<file path="config.mk">
export PLATFORM = sky130hd
export DESIGN_NAME = gregorian_to_jalali_date
export DESIGN_NICKNAME = d
export VERILOG_FILES = /design/src/rtl/gjd_pkg.sv /design/src/rtl/gjd_doy.sv /design/src/rtl/gjd_split.sv /design/src/rtl/gjd_div.sv /design/src/rtl/gregorian_to_jalali_date.sv
export SDC_FILE = /design/constraint.sdc
export NUM_CORES = 1
export LEC_CHECK = 0
export BUFFER_PORTS_ARGS = -buffer_cell sky130_fd_sc_hd__buf_2
export CAP_MARGIN = 15
export CORE_MARGIN = 3
export CORE_UTILIZATION = 55
export CTS_CLUSTER_DIAMETER = 60
export CTS_CLUSTER_SIZE = 25
export DETAILED_ROUTE_END_ITERATION = 7
export PLACE_DENSITY = 0.85
export SLEW_MARGIN = 10
export SYNTH_ARGS = -nofsm -noshare
export SYNTH_HDL_FRONTEND = slang
export SYNTH_HIERARCHICAL = 1
export SYNTH_SLANG_ARGS = --single-unit
</file>
<file path="constraint.sdc">
create_clock -name clk -period 9.3 [get_ports clk]
set_input_delay 1.395 -clock clk [delete_from_list [all_inputs] [get_ports clk]]
set_output_delay 1.395 -clock clk [all_outputs]
set_load 0.1 [all_outputs]
</file>
<file path="src/rtl/gjd_pkg.sv">
package gjd_pkg;

  localparam logic [6:0]  NOWRUZ_EARLY = 7'd79;
  localparam logic [6:0]  NOWRUZ_LATE  = 7'd80;
  localparam logic [8:0]  FIRST_HALF   = 9'd186;
  localparam logic [11:0] PIVOT_YEAR   = 12'd1996;
  localparam logic [11:0] SHIFT_AFTER  = 12'd621;
  localparam logic [11:0] SHIFT_BEFORE = 12'd622;
  localparam logic [3:0]  CORR_LOW     = 4'd10;
  localparam logic [3:0]  CORR_HIGH    = 4'd11;
  localparam logic [3:0]  BASE_FIRST   = 4'd1;
  localparam logic [3:0]  BASE_SECOND  = 4'd7;
  localparam logic [3:0]  BASE_BEFORE  = 4'd10;
  localparam logic [4:0]  LEN_LONG     = 5'd31;
  localparam logic [4:0]  LEN_SHORT    = 5'd30;
  localparam logic [3:0]  MONTH_FIRST  = 4'd1;
  localparam logic [3:0]  MONTH_LAST   = 4'd12;

  typedef struct packed {
    logic [4:0] hour;
    logic [5:0] minute;
    logic [5:0] second;
    logic [2:0] weekday;
  } clock_t;

  typedef struct packed {
    logic [11:0] year;
    logic [8:0]  date;
    logic [6:0]  offset;
    logic [3:0]  corr;
    clock_t      tm;
  } doy_t;

  typedef struct packed {
    logic [11:0] jy;
    logic [7:0]  days;
    logic        long_month;
    logic [3:0]  base;
    clock_t      tm;
  } split_t;

  typedef struct packed {
    logic [11:0] jy;
    logic [7:0]  days;
    logic        long_month;
    logic [3:0]  base;
    logic [3:0]  quot;
    clock_t      tm;
  } quot_t;

  typedef struct packed {
    logic [11:0] jy;
    logic [3:0]  jm;
    logic [4:0]  jd;
    clock_t      tm;
  } result_t;

  function automatic logic [8:0] cum_days(input logic [3:0] idx, input logic leap);
    logic [8:0] d;
    begin
      case (idx)
        4'd0:    d = 9'd0;
        4'd1:    d = 9'd31;
        4'd2:    d = 9'd59;
        4'd3:    d = 9'd90;
        4'd4:    d = 9'd120;
        4'd5:    d = 9'd151;
        4'd6:    d = 9'd181;
        4'd7:    d = 9'd212;
        4'd8:    d = 9'd243;
        4'd9:    d = 9'd273;
        4'd10:   d = 9'd304;
        4'd11:   d = 9'd334;
        default: d = 9'd334;
      endcase
      if (leap && idx >= 4'd2) begin
        d = d + 9'd1;
      end
      return d;
    end
  endfunction

endpackage

</file>
<file path="src/rtl/gjd_doy.sv">
module gjd_doy
  import gjd_pkg::*;
(
  input  logic        clk,
  input  logic        rst,
  input  logic        valid_in,
  input  logic [11:0] year,
  input  logic [3:0]  month,
  input  logic [4:0]  day,
  input  clock_t      tm_in,
  output logic        valid_out,
  output doy_t        data_out
);

  logic [3:0] month_c;
  logic       leap;
  doy_t       data_next;

  always_comb begin
    if (month > MONTH_LAST) begin
      month_c = MONTH_LAST;
    end else if (month == 4'd0) begin
      month_c = MONTH_FIRST;
    end else begin
      month_c = month;
    end
    leap = (year[1:0] == 2'd0);
    data_next.year = year;
    data_next.date = cum_days(month_c - 4'd1, leap) + {4'd0, day};
    data_next.offset = (leap && year < PIVOT_YEAR) ? NOWRUZ_LATE : NOWRUZ_EARLY;
    data_next.corr = (!leap && year > PIVOT_YEAR && year[1:0] == 2'd1) ? CORR_HIGH : CORR_LOW;
    data_next.tm = tm_in;
  end

  always_ff @(posedge clk) begin
    if (rst) begin
      valid_out <= 1'b0;
    end else begin
      valid_out <= valid_in;
    end
    data_out <= data_next;
  end

endmodule

</file>
<file path="src/rtl/gjd_split.sv">
module gjd_split
  import gjd_pkg::*;
(
  input  logic   clk,
  input  logic   rst,
  input  logic   valid_in,
  input  doy_t   data_in,
  output logic   valid_out,
  output split_t data_out
);

  logic [8:0] after;
  logic [8:0] pre_days;
  split_t     data_next;

  always_comb begin
    after = data_in.date - {2'd0, data_in.offset};
    pre_days = data_in.date + {5'd0, data_in.corr};
    data_next.tm = data_in.tm;
    if (data_in.date > {2'd0, data_in.offset}) begin
      data_next.jy = data_in.year - SHIFT_AFTER;
      if (after <= FIRST_HALF) begin
        data_next.days = after[7:0];
        data_next.long_month = 1'b1;
        data_next.base = BASE_FIRST;
      end else begin
        data_next.days = 8'(after - FIRST_HALF);
        data_next.long_month = 1'b0;
        data_next.base = BASE_SECOND;
      end
    end else begin
      data_next.jy = data_in.year - SHIFT_BEFORE;
      data_next.days = pre_days[7:0];
      data_next.long_month = 1'b0;
      data_next.base = BASE_BEFORE;
    end
  end

  always_ff @(posedge clk) begin
    if (rst) begin
      valid_out <= 1'b0;
    end else begin
      valid_out <= valid_in;
    end
    data_out <= data_next;
  end

endmodule

</file>
<file path="src/rtl/gjd_div.sv">
module gjd_div
  import gjd_pkg::*;
(
  input  logic    clk,
  input  logic    rst,
  input  logic    valid_in,
  input  split_t  data_in,
  output logic    valid_out,
  output result_t data_out
);

  logic    q_valid;
  quot_t   q_data;
  quot_t   q_next;
  logic [4:0] len_in;
  logic [4:0] len_q;
  logic [7:0] rem;
  result_t res_next;

  // The quotient is the number of whole month lengths that fit in the day count.
  always_comb begin
    len_in = data_in.long_month ? LEN_LONG : LEN_SHORT;
    q_next.jy = data_in.jy;
    q_next.days = data_in.days;
    q_next.long_month = data_in.long_month;
    q_next.base = data_in.base;
    q_next.tm = data_in.tm;
    q_next.quot = 4'd0;
    for (int k = 1; k <= 8; k++) begin
      if ({1'b0, data_in.days} >= 9'(k * len_in)) begin
        q_next.quot = q_next.quot + 4'd1;
      end
    end
  end

  always_comb begin
    len_q = q_data.long_month ? LEN_LONG : LEN_SHORT;
    rem = q_data.days - ({4'd0, q_data.quot} * {3'd0, len_q});
    res_next.jy = q_data.jy;
    res_next.tm = q_data.tm;
    if (rem == 8'd0) begin
      res_next.jm = q_data.quot + q_data.base - 4'd1;
      res_next.jd = len_q;
    end else begin
      res_next.jm = q_data.quot + q_data.base;
      res_next.jd = rem[4:0];
    end
  end

  always_ff @(posedge clk) begin
    if (rst) begin
      q_valid <= 1'b0;
      valid_out <= 1'b0;
    end else begin
      q_valid <= valid_in;
      valid_out <= q_valid;
    end
    q_data <= q_next;
    data_out <= res_next;
  end

endmodule

</file>
<file path="src/rtl/gregorian_to_jalali_date.sv">
// A date accepted at a clock edge passes through every register stage and shows on
// the result ports with done high for a single cycle.
// Throughput: one date per cycle; four register stages (day of year, Nowruz
// split, month quotient, month and day) carry each item with its valid bit.
// Reset is synchronous and clears the valid bits; busy is high only in reset.
module gregorian_to_jalali_date
  import gjd_pkg::*;
(
  input  logic        clk,
  input  logic        rst,
  input  logic        start,
  output logic        busy,
  input  logic [11:0] greg_year,
  input  logic [3:0]  greg_month,
  input  logic [4:0]  greg_day,
  input  logic [4:0]  hour_in,
  input  logic [5:0]  minute_in,
  input  logic [5:0]  second_in,
  input  logic [2:0]  weekday_in,
  output logic        done,
  output logic [11:0] jal_year,
  output logic [3:0]  jal_month,
  output logic [4:0]  jal_day,
  output logic [4:0]  hour_out,
  output logic [5:0]  minute_out,
  output logic [5:0]  second_out,
  output logic [2:0]  weekday_out
);

  clock_t  tm_in;
  logic    doy_valid;
  doy_t    doy_data;
  logic    split_valid;
  split_t  split_data;
  result_t res;

  assign busy = rst;
  assign tm_in = '{hour: hour_in, minute: minute_in, second: second_in, weekday: weekday_in};

  gjd_doy u_doy (
    .clk       (clk),
    .rst       (rst),
    .valid_in  (start && !busy),
    .year      (greg_year),
    .month     (greg_month),
    .day       (greg_day),
    .tm_in     (tm_in),
    .valid_out (doy_valid),
    .data_out  (doy_data)
  );

  gjd_split u_split (
    .clk       (clk),
    .rst       (rst),
    .valid_in  (doy_valid),
    .data_in   (doy_data),
    .valid_out (split_valid),
    .data_out  (split_data)
  );

  gjd_div u_div (
    .clk       (clk),
    .rst       (rst),
    .valid_in  (split_valid),
    .data_in   (split_data),
    .valid_out (done),
    .data_out  (res)
  );

  assign jal_year    = res.jy;
  assign jal_month   = res.jm;
  assign jal_day     = res.jd;
  assign hour_out    = res.tm.hour;
  assign minute_out  = res.tm.minute;
  assign second_out  = res.tm.second;
  assign weekday_out = res.tm.weekday;

endmodule

</file>
**Word-level counts from Yosys, hierarchy flattened**

Memories as Yosys holds them, arrays and structs flattened.
Index checks and enable logic that the tools add are counted.

- Output and inout port bits: 43
- Bits in read-only memories: 144
- Memories kept: 1
- Bits in registers: 191
- Bits of input ports: 44

- $add $sub $neg: 18
- Eq/ne operators: 1
- Multipliers: 5
- Reductions and logical operators: 10
- Magnitude comparators: 14
- Muxes and demuxes: 18

Memory list:

| name | words | bits a word | rd ports | clocked after memory_dff | wr ports | line | source |
|---|---|---|---|---|---|---|---|
| (name not given) | 16 | 9 | 1 | 0 | 0 | gjd_pkg.sv:61 | `case (idx)` |

Operators by type and width:

| operator | count |
|---|---|
| 4-bit 2-to-1 mux | 9 |
| 8-bit >= comparator | 4 |
| 25-bit 2-to-1 mux | 1 |
| 4-bit by 1-bit adder with 4-bit output (second input constant) | 6 |
| 12-bit by 10-bit subtractor with 12-bit output (second input constant) | 2 |
| 9-bit 2-to-1 mux | 2 |
| 8-bit by 7-bit >= comparator with 1-bit output | 2 |
| 3-bit by 5-bit multiplier with 8-bit output (first input constant) | 2 |
| 2-bit by 5-bit multiplier with 7-bit output (first input constant) | 2 |
| 13-bit 2-to-1 mux | 1 |
| 12-bit by 11-bit > comparator with 1-bit output (second input constant) | 1 |
| 12-bit by 11-bit < comparator with 1-bit output (second input constant) | 1 |
| 9-bit by 1-bit adder with 9-bit output (second input constant) | 1 |
| 9-bit by 5-bit adder with 9-bit output | 1 |
| 9-bit by 7-bit > comparator with 1-bit output | 1 |
| 9-bit by 8-bit less-or-equal comparator with 1-bit output (second input constant) | 1 |
| 9-bit by 7-bit subtractor with 9-bit output | 1 |
| 8-bit by 4-bit adder with 8-bit output | 1 |
| 8-bit by 5-bit >= comparator with 1-bit output | 1 |
| 8-bit by 6-bit >= comparator with 1-bit output | 1 |
| 8-bit logical NOT | 1 |
| 4-bit by 5-bit multiplier with 8-bit output | 1 |
| 4-bit by 1-bit subtractor with 4-bit output (second input constant) | 2 |
| 8-bit subtractor | 1 |
| other kinds (12) | 20 |

**Longest topological paths before layout**

Gate-level depths: netlist (run 1).

- Depth in word-level cells: 17
- Gate-level depth with buffers: 24
- Gate-level depth less buffers: 23

**Cells and area by module**

The synthesis (run 1) kept the hierarchy.

By module, submodules not included:

| module | instances | cells each | sequential area each (µm²) | area an instance (µm²) |
|---|---|---|---|---|
| gjd_div | 1 | 351 | 1841.8 | 3791.1 |
| gjd_split | 1 | 227 | 920.9 | 2208.4 |
| gjd_doy | 1 | 184 | 900.9 | 1938.1 |
| gregorian_to_jalali_date | 1 | 2 | 0.0 | 21.3 |

**Worst setup path before layout (run 1)**

OpenSTA, ideal clock, no wires.

- Kind: in2reg
- Start: in greg_month[3]
- End: reg u_doy/data_out[39] (netlist name)
- Slack: 4129 ps
- Arrival time: 5037 ps
- Library setup time: 134 ps
- Stages on the path: 21
- Data required time: 9166 ps
- Path buffers: 1
- Cell sequence: buf_2 > nand2_1 > and2_2 > inv_1 > ha_1 > inv_1 > ha_1 > nand2b_1 > a2bb2oi_1 > ha_1 > nand2_1 > a21oi_1 > xor2_1 > ha_1 > nor2b_1 > o21a_1 > o21ai_0 > a21boi_0 > mux2i_1 > nor2_1 > or4_1

RTL lines:

| element | line | source |
|---|---|---|
| from (decl) | gregorian_to_jalali_date.sv:14 | `input logic [3:0] greg_month,` |
| to (signal assigned) | gjd_doy.sv:41 | `data_out <= data_next;` |
| to (decl) | gjd_doy.sv:12 | `output doy_t data_out` |

==> results of run 1 <==
metrics by stage:
step	cells	util (%)	cell area [sq um]	hold slack (ps)
6_report	1039	64.6	9070	326
5_1_grt	1039	64.6	9070	332
3_3_place_gp	1007	60.1	8440	310
3_5_place_dp	1007	60.1	8440	312
4_1_cts	1039	64.6	9070	327
2_1_floorplan	767	-	7970	310
how the worst min path moves through the flow:
| stage | end | slack, ps | cells after the start |
|---|---|---|---|
| 2_1_floorplan | u_div/data_out[0]$_DFF_P_ | 310 | 0 |
| 3_3_place_gp | u_split/data_out[6]$_DFF_P_ | 310 | 0 |
| 3_5_place_dp | u_split/data_out[0]$_DFF_P_ | 310 | 0 |
| 4_1_cts | u_split/data_out[2]$_DFF_P_ | 330 | 0 |
| 5_1_grt | u_div/data_out[11]$_DFF_P_ | 330 | 0 |
| 6_report | u_split/data_out[2]$_DFF_P_ | 330 | 0 |
metal layers:
metal | wire length [um] | share of wire, % | vias up | GRT usage, %
li1 | - | - | 2769 | -
met1 | 5930 | 43 | 2526 | 21.3
met2 | 7160 | 52 | 115 | 33.0
met3 | 513 | 3.7 | 27 | 4.29
met4 | 279 | 2.0 | 0 | 7.26
met5 | 0 | 0 | - | 0
Yosys cell counts, drive strengths merged (3+ instances only):
cell	number	share of area, %
a211o	3	0.33
o211ai	4	0.72
or4	4	0.39
nor3b	6	0.57
a21oi	35	2.4
nand4	7	0.55
ha	63	9.9
a311oi	4	0.52
or2	3	0.24
xor2	20	2.2
a21boi	4	0.42
nand3	17	1.1
fa	13	3.3
or3	8	0.68
nand2b	12	0.94
a21o	10	0.94
and3	5	0.39
nor2b	12	1.0
nor4	5	0.66
nand2	40	1.9
nor2	44	2.1
a211oi	3	0.28
mux2	3	0.52
nor3	8	0.71
o21bai	4	0.38
o31ai	4	0.55
o21a	8	0.75
mux2i	9	1.1
o21ai	26	1.6
inv	71	3.3
xnor2	40	4.6
a2111oi	3	0.72
buf	23	2.1
nand3b	6	0.61
clkbuf	3	0.16
dfxtp	183	46
a31oi	7	0.55
and2	6	0.50
placed cells by master (no fill, tap or decap), types with 6 or more instances in the layout:
| cell type | netlist | layout |
|---|---|---|
| a21o_1 | 10 | 10 |
| a21oi_1 | 32 | 32 |
| a31oi_1 | 7 | 7 |
| buf_2 | 6 | 86 |
| clkbuf_16 | 0 | 17 |
| dfxtp_1 | 183 | 183 |
| fa_1 | 13 | 13 |
| ha_1 | 63 | 63 |
| inv_1 | 69 | 69 |
| mux2i_1 | 9 | 9 |
| nand2_1 | 40 | 40 |
| nand2b_1 | 12 | 12 |
| nand3_1 | 17 | 17 |
| nand4_1 | 7 | 7 |
| nor2_1 | 44 | 44 |
| nor2b_1 | 11 | 11 |
| nor3_1 | 6 | 6 |
| nor3b_1 | 6 | 6 |
| o21a_1 | 8 | 8 |
| o21ai_0 | 24 | 24 |
| xnor2_1 | 38 | 38 |
| xor2_1 | 20 | 20 |
cell families (layout without fill, tap and decap cells):
family                     Yosys count  in the layout  share of synthesized area (%)
muxes                               12             12                           1.65
and+or+nand+nor                    195            195                           13.7
buffers and inverters               97            189                           5.63
xor gates and xnor gates            60             60                           6.79
other                                2              5                         0.0944
AOI/OAI and AO/OA                  138            138                           12.8
adders and majority gates           77             77                           13.3
DFF                                183            183                           46.0
worst register-to-register path, delay by kind of cell, from the launching register on:
family / cells / cell delay [ps]
buffers and inverters: 5 / 360
flip-flops: 1 / 430
AND/OR/NAND/NOR: 2 / 300
AO/OA/AOI/OAI: 5 / 1220
XOR/XNOR: 4 / 680
multiplexers: 2 / 290
adder cells (fa/ha/maj): 5 / 1580
sequential cells by signal, summed over array words and instances, names as in the netlist:
signal / count
u_div/q_data: 49
u_split/data_out: 45
u_doy/data_out: 44
u_div/data_out: 41
u_div/q_valid: 1
u_div/valid_out: 1
u_doy/valid_out: 1
u_split/valid_out: 1
final cells by class:
| cell class | count | area, sq um |
|---|---|---|
| fill | 1060 | 4970 |
| inverter | 71 | 267 |
| multi-input combinational | 487 | 3860 |
| timing repair buffer | 86 | 430 |
| clock buffer | 18 | 439 |
| sequential | 183 | 3660 |
| clock inverter | 14 | 186 |
| tap | 180 | 225 |
==> results.txt, run 1 <==
Crit path largest cell delay = 510 ps
Cts hold-fix bufs = 0
Crit path cell chain = buf_2, nor2_1, o21bai_1, and2_1, ha_1, inv_1, ha_1, nand2b_1, a2bb2oi_1, ha_1, nand2_1, a21oi_1, xor2_1, ha_1, nor2b_1, o21a_1, o21ai_0, a21oi_1, mux2i_1, nor2_1, or4_1
Core area = 14000 sq um
Critical Path Sink = u_doy/data_out[39]$_DFF_P_
RSZ-0062 raised after global routing = no
Synth warnings = 6
Peak Freq = 0.184 GHz
CP Launch Point = greg_month[2]
Max-slew violations = 0
CTS tree = yes
Critical path's most frequent cell = ha_1
Cell variety after synth = 91
Initial DRT Pass Iterations = 5
Initial core utilization = 56.7%
Synth Instances = 764
Remaining global-route overflow = 0
Worst-path clk slew = 70 ps
Async set-reset flop share out of synthesis = 0%
IO Port Bufs = 86
Wire per inst = 13.4 um
WP data required = 9600 ps
CTS H-tree lvls = 4
GP Congestion = 0.856
Critical path class = input pin to register
Critical Path Source Type = input pin
Pre-CTS WS = 3470 ps
Initial antenna violation count = 0
I/O Pins = 87
Clock Latency Late Sink = 430 ps
Largest net degree at the start of global routing = 21
Area of the die = 16000 sq um
CP delay by family, top = simple AND/OR/NAND/NOR gates
Worst-margin pin slew = 772 ps
CTS Buf Count = 17
Share of post-route cells with drive strength above 1 = 18.3%
Die Y = 126 um
Fin crit period = 5420 ps
Hold Crit Start = u_doy/data_out[2]$_DFF_P_
Sequential share of the synthesized area = 46.0%
Worst setup EP type = register
Outcome = finished clean
CTS sink count = 183
TNS Setup = 0 ps
DR vias = 5437
FF+latch count, synth = 183
Postcts setup bufs = 0
Hold Vio Cnt, Final = 0
Worst Clk Skew = 7.81 ps
R2R setup slack = 4300 ps
R2r startpoint = u_split/data_out[26]$_DFF_P_
Crit path DAT = 5720 ps
Worst hold path type = register to register
Max-cap violations = 0
Ant diodes = 0
Area delta synth->final = 14.0%
DR iter-0 viols = 238
Die extent in x = 126 um
Total GRT Usage = 18.4%
Slowest cell on the critical path = or4_1
Number of nets in the layout = 966
DRC = 0
Number of cells on the critical path = 21
Number of global-route vias before repair = 5390
Number of synthesized flops with an enable pin = 0
Final ANT Viol Nets = 0
Buffers and inverters on the worst path = 2
Drt total wl = 13900 um
R2R Path End = u_div/q_data[22]$_DFF_P_
R2R depth = 23
Worst-path maximum fanout = 13
Site Rows = 43
Main synth FF type = dfxtp_1
Vias per inst = 5.23
Final setup vio count = 0
Syn Area/Cell = 10.4 sq um
First-pass GRT wire length = 24300 um
Worst slew margin = 48.6%
Cell Area, Synth = 7960 sq um
CTS root buffer = clkbuf_16
Post-DP HPWL = 10300 um
Fin crit share = 58.3%
Longest Clk Path Bufs = 2
Final setup margin = 3880 ps
Post-CTS Resized = 0
Power of run 1 is not shown: default switching activity piles up to over one toggle a cycle in this logic, so the estimate is an artifact.
==> run 2, diff against run 1 <==
--- a/config.mk
+++ b/config.mk
@@ -8,11 +8,11 @@
 export BUFFER_PORTS_ARGS = -buffer_cell sky130_fd_sc_hd__buf_2
 export CAP_MARGIN = 15
 export CORE_MARGIN = 3
-export CORE_UTILIZATION = 55
+export CORE_UTILIZATION = 53
 export CTS_CLUSTER_DIAMETER = 60
 export CTS_CLUSTER_SIZE = 25
 export DETAILED_ROUTE_END_ITERATION = 7
-export PLACE_DENSITY = 0.85
+export PLACE_DENSITY = 0.86
 export SLEW_MARGIN = 10
 export SYNTH_ARGS = -nofsm -noshare
 export SYNTH_HDL_FRONTEND = slang
==> constraint.sdc (replaced) <==
create_clock -name clk -period 4.52 [get_ports clk]
set_input_delay 0.678 -clock clk [delete_from_list [all_inputs] [get_ports clk]]
set_output_delay 0.678 -clock clk [all_outputs]
set_load 0.1 [all_outputs]
==> results.txt, run 2 (synthesis results as in run 1) <==
Final Cell Area = 9300 sq um
CTS H-tree lvls = 4
Site Rows = 44
DRC = 0
Slowest cell on the critical path = dfxtp_1
First-pass GRT wire length = 25300 um
Final setup vio count = 0
Worst hold path type = register to register
Total GRT Usage = 18.9%
Die extent in x = 129 um
Clock Latency Late Sink = 430 ps
Crit path cell chain = inv_1, ha_1, nand2b_4, a311oi_4, ha_4, buf_4, a2111oi_4, o211ai_4, xnor2_2, inv_2, ha_1, mux2i_1, xnor2_1, mux2i_1, ha_1, inv_1, o21ai_1, ha_1, nand2_1, xor2_2, xnor2_1
Outcome = finished clean
Final ANT Viol Nets = 0
Critical Path Source Type = register
Final Non-Filler Cells = 1068
Remaining global-route overflow = 0
Number of global-route vias before repair = 5661
WP data required = 4830 ps
Hold Vio Cnt, Final = 0
Crit path DAT = 4710 ps
Worst-path maximum fanout = 7
Placed Cells = 1035
Fin util = 63.8%
Worst setup EP type = register
Top Registers = u_div/q_data: 49 flops, u_split/data_out: 45 flops, u_doy/data_out: 44 flops
Largest Register = u_div/q_data
Area delta synth->final = 16.9%
Final setup margin = 127 ps
Post-DP HPWL = 10700 um
Max-slew violations = 0
Fin crit share = 97.2%
Pre-CTS WS = -101 ps
Worst Clk Skew = 7.67 ps
DP Area = 8630 sq um
Area of the die = 16500 sq um
Critical path class = register to register
Share of post-route cells with drive strength above 1 = 21.6%
IO Port Bufs = 86
Worst slew margin = 44.8%
Drt total wl = 14900 um
CTS sink count = 183
Vias per inst = 5.26
Longest Clk Path Bufs = 2
CTS tree = yes
Worst-margin pin slew = 828 ps
GP Congestion = 0.910
DR vias = 5618
Max-cap violations = 0
Wire per inst = 14.0 um
I/O Pins = 87
CTS root buffer = clkbuf_16
Worst-path clk slew = 70 ps
Commonest cells after routing, fill and taps aside = dfxtp_1 (182), buf_2 (86), inv_1 (68), ha_1 (61), nor2_1 (44)
Crit path largest cell delay = 350 ps
Ant diodes = 0
Number of nets in the layout = 993
Peak Freq = 0.228 GHz
DR iter-0 viols = 223
Die Y = 129 um
Initial DRT Pass Iterations = 5
Commonest non-fill, non-tap cell in the layout = dfxtp_1
Core area = 14600 sq um
Max reg flops = 49
Critical path's most frequent cell = ha_1
Fin crit period = 4390 ps
Initial antenna violation count = 0
Largest net degree at the start of global routing = 19
Initial core utilization = 54.6%
CTS Buf Count = 17
==> run 2: cell count changes in the layout (fill, tap and decap cells not counted), moves of 2 or more <==
cell      delta
o21ai_0      -3
clkinv_8     -3
ha_1         -2
o21ai_1      +2
buf_4       +27
ha_4         +2
==> run 2: path summary, 6_finish.rpt <==
path                                 from                       end  slack [ps]  depth (start not counted)
max          u_split/data_out[25]$_DFF_P_  u_div/q_data[22]$_DFF_P_         130                         21
min          u_split/data_out[10]$_DFF_P_  u_div/q_data[10]$_DFF_P_         320                          0
max reg2reg  u_split/data_out[25]$_DFF_P_  u_div/q_data[22]$_DFF_P_         130                         21
min reg2reg  u_split/data_out[10]$_DFF_P_  u_div/q_data[10]$_DFF_P_         320                          0
==> run 2: final cells by class <==
cell class | instances | area [sq um]
clock inverter | 13 | 156
tap | 184 | 230
clock buffer | 17 | 425
fill | 1119 | 5290
timing repair buffer | 113 | 633
multi-input combinational | 487 | 3930
sequential | 183 | 3660
inverter | 71 | 267
==> run 2: metal layers <==
layer	GRT usage, %	wire length (um)	vias to the layer above
met5	0	0	-
met4	9.20	451	0
met2	34.4	7850	150
met3	4.15	670	48
li1	-	-	2816
met1	20.8	5980	2604
==> run 2: critical path: cells and delay by family (launching register included) <==
kind | cells | cell delay (ps)
compound gates | 4 | 920
xor+xnor | 4 | 680
fa+ha+maj | 5 | 1360
buf+inv | 4 | 380
flops | 1 | 350
mux | 2 | 340
simple gates | 2 | 260
==> run 2: what timing repair did <==
| action | CTS | global route |
|---|---|---|
| hold buffers | 0 | 0 |
| hold endpoints to repair | 0 | 0 |
| gates resized for setup | 3 | 10 |
| endpoints found under the setup margin | 2 | 4 |
| setup buffers | 0 | 3 |
| pin swaps | 0 | 10 |
==> run 2: metrics by stage <==
stage               hold WS (ps)  setup TNS [ps]
detailed placement           312            -202
global placement             310               0
finish                       324               0
CTS                          320               0
global route                 322           -69.9
floorplan                    310               0
Power of run 2 is left out for the same reason.
==> run 3, diff against run 2 <==
--- a/config.mk
+++ b/config.mk
@@ -8,11 +8,11 @@
 export BUFFER_PORTS_ARGS = -buffer_cell sky130_fd_sc_hd__buf_2
 export CAP_MARGIN = 15
 export CORE_MARGIN = 3
-export CORE_UTILIZATION = 53
-export CTS_CLUSTER_DIAMETER = 60
+export CORE_UTILIZATION = 45
 export CTS_CLUSTER_SIZE = 25
 export DETAILED_ROUTE_END_ITERATION = 7
-export PLACE_DENSITY = 0.86
+export PLACE_DENSITY = 0.76
+export SKIP_LAST_GASP = 1
 export SLEW_MARGIN = 10
 export SYNTH_ARGS = -nofsm -noshare
 export SYNTH_HDL_FRONTEND = slang
==> results.txt, run 3 (synthesis results as in run 1) <==
Outcome = finished clean
Remaining global-route overflow = 0
Crit path cell chain = ha_1, nand2b_1, a311oi_2, ha_4, buf_4, a2111oi_4, o211ai_4, xnor2_2, inv_2, ha_1, mux2i_1, xnor2_1, mux2i_1, ha_1, inv_1, o21ai_1, ha_1, nand2_1, xor2_1, xnor2_1
GP Congestion = 0.896
Clock Latency Late Sink = 430 ps
Critical path class = register to register
R2r startpoint = u_split/data_out[24]$_SDFF_PN0_
Die extent in x = 139 um
DR iter-0 viols = 233
Peak Freq = 0.236 GHz
Initial core utilization = 47.0%
Wire per inst = 12.7 um
Worst-margin pin slew = 728 ps
Final setup margin = 285 ps
CTS Buf Count = 17
Longest Clk Path Bufs = 2
Max-cap violations = 0
Number of nets in the layout = 993
Register area = 3670 sq um
R2R setup slack = 280 ps
Fin crit period = 4240 ps
Area delta synth->final = 17.6%
Final ANT Viol Nets = 0
Area of the multi-input gates = 3890 sq um
WP data required = 4830 ps
Number of global-route vias before repair = 5336
IO Port Bufs = 86
Area of the die = 19300 sq um
Worst slew margin = 51.4%
Largest Register = u_div/q_data
Crit path largest cell delay = 380 ps
Crit path DAT = 4550 ps
Fin crit share = 93.7%
Worst setup EP type = register
Core area = 16900 sq um
DRC = 0
Critical path's most frequent cell = ha_1
Number of cells on the critical path = 20
Fin util = 55.3%
Top Registers = u_div/q_data: 49 flops, u_split/data_out: 45 flops, u_doy/data_out: 44 flops
Worst-path clk slew = 80 ps
Die Y = 139 um
Vias per inst = 4.96
Share of post-route cells with drive strength above 1 = 21.2%
Worst Clk Skew = 12.4 ps
Commonest cells after routing, fill and taps aside = dfxtp_1 (182), buf_2 (86), inv_1 (69), ha_1 (61), nor2_1 (44)
Worst hold path type = register to register
CTS root buffer = clkbuf_16
Buffers and inverters on the worst path = 3
I/O Pins = 87
Worst-path maximum fanout = 8
Largest net degree at the start of global routing = 21
CP Launch Point = u_split/data_out[24]$_SDFF_PN0_
CTS sink count = 183
First-pass GRT wire length = 23600 um
Drt total wl = 14100 um
Fill cell count = 1459
Site Rows = 47
R2R depth = 20
Slowest cell on the critical path = dfxtp_4
Initial DRT Pass Iterations = 4
R2R Path End = u_div/q_data[22]$_DFF_P_
CP delay by family, top = adder cells
Critical Path Sink = u_div/q_data[22]$_DFF_P_
CTS tree = yes
Max reg flops = 49
Post-DP HPWL = 10600 um
Final setup vio count = 0
Commonest non-fill, non-tap cell in the layout = dfxtp_1
DR vias = 5489
Ant diodes = 0
TNS Setup = 0 ps
Total GRT Usage = 14.5%
Pre-CTS WS = -64.9 ps
Initial antenna violation count = 0
Max-slew violations = 0
Critical Path Source Type = register
CTS H-tree lvls = 4
Hold Vio Cnt, Final = 0
[run 3: worst min path at each step]
stage / from / to / depth (start not counted) / slack (ps)
floorplan: u_div/q_data[0]$_DFF_P_ / u_div/data_out[0]$_DFF_P_ / 0 / 310
CTS: u_div/q_data[44]$_DFF_P_ / u_div/data_out[36]$_DFF_P_ / 0 / 320
detailed placement: u_div/q_data[10]$_DFF_P_ / u_div/data_out[10]$_DFF_P_ / 0 / 310
finish: u_div/q_data[44]$_DFF_P_ / u_div/data_out[36]$_DFF_P_ / 0 / 320
global placement: u_doy/data_out[9]$_DFF_P_ / u_split/data_out[9]$_DFF_P_ / 0 / 310
global route: minute_in[5] / u_doy/data_out[14]$_DFF_P_ / 1 / 320
[run 3: what timing repair did]
action / CTS / global route
hold buffers: 0 / 0
pin swaps: 1 / 5
endpoints found under the setup margin: 2 / 3
gates cloned: 0 / 0
buffers inserted: 1 / 2
resized for setup: 2 / 6
hold endpoints to repair: 0 / 0
[run 3: per-stage QoR]
step / instance area (sq um) / instances / hold slack [ps]
after floorplan: 7970 / 767 / 310
after global placement: 8670 / 1071 / 310
after global routing: 9360 / 1106 / 321
final: 9360 / 1106 / 319
after detailed placement: 8670 / 1071 / 312
after CTS: 9310 / 1104 / 321
[run 3: cell type report]
cell class	count	share of cell area, %
Tap cell	220	2.94
Sequential cell	183	39.2
Multi-Input combinational cell	487	41.6
Timing Repair Buffer	113	6.76
Inverter	71	2.85
Clock buffer	18	4.59
Clock inverter	14	2.07
[run 3: per-layer routing]
metal	wire [um]	vias to the layer above	track usage, %
met5	0	-	0
met4	163	0	4.38
met3	661	17	4.21
met2	7060	127	26.0
met1	6170	2524	16.9
li1	-	2821	-
Power of run 3 is left out for the same reason.
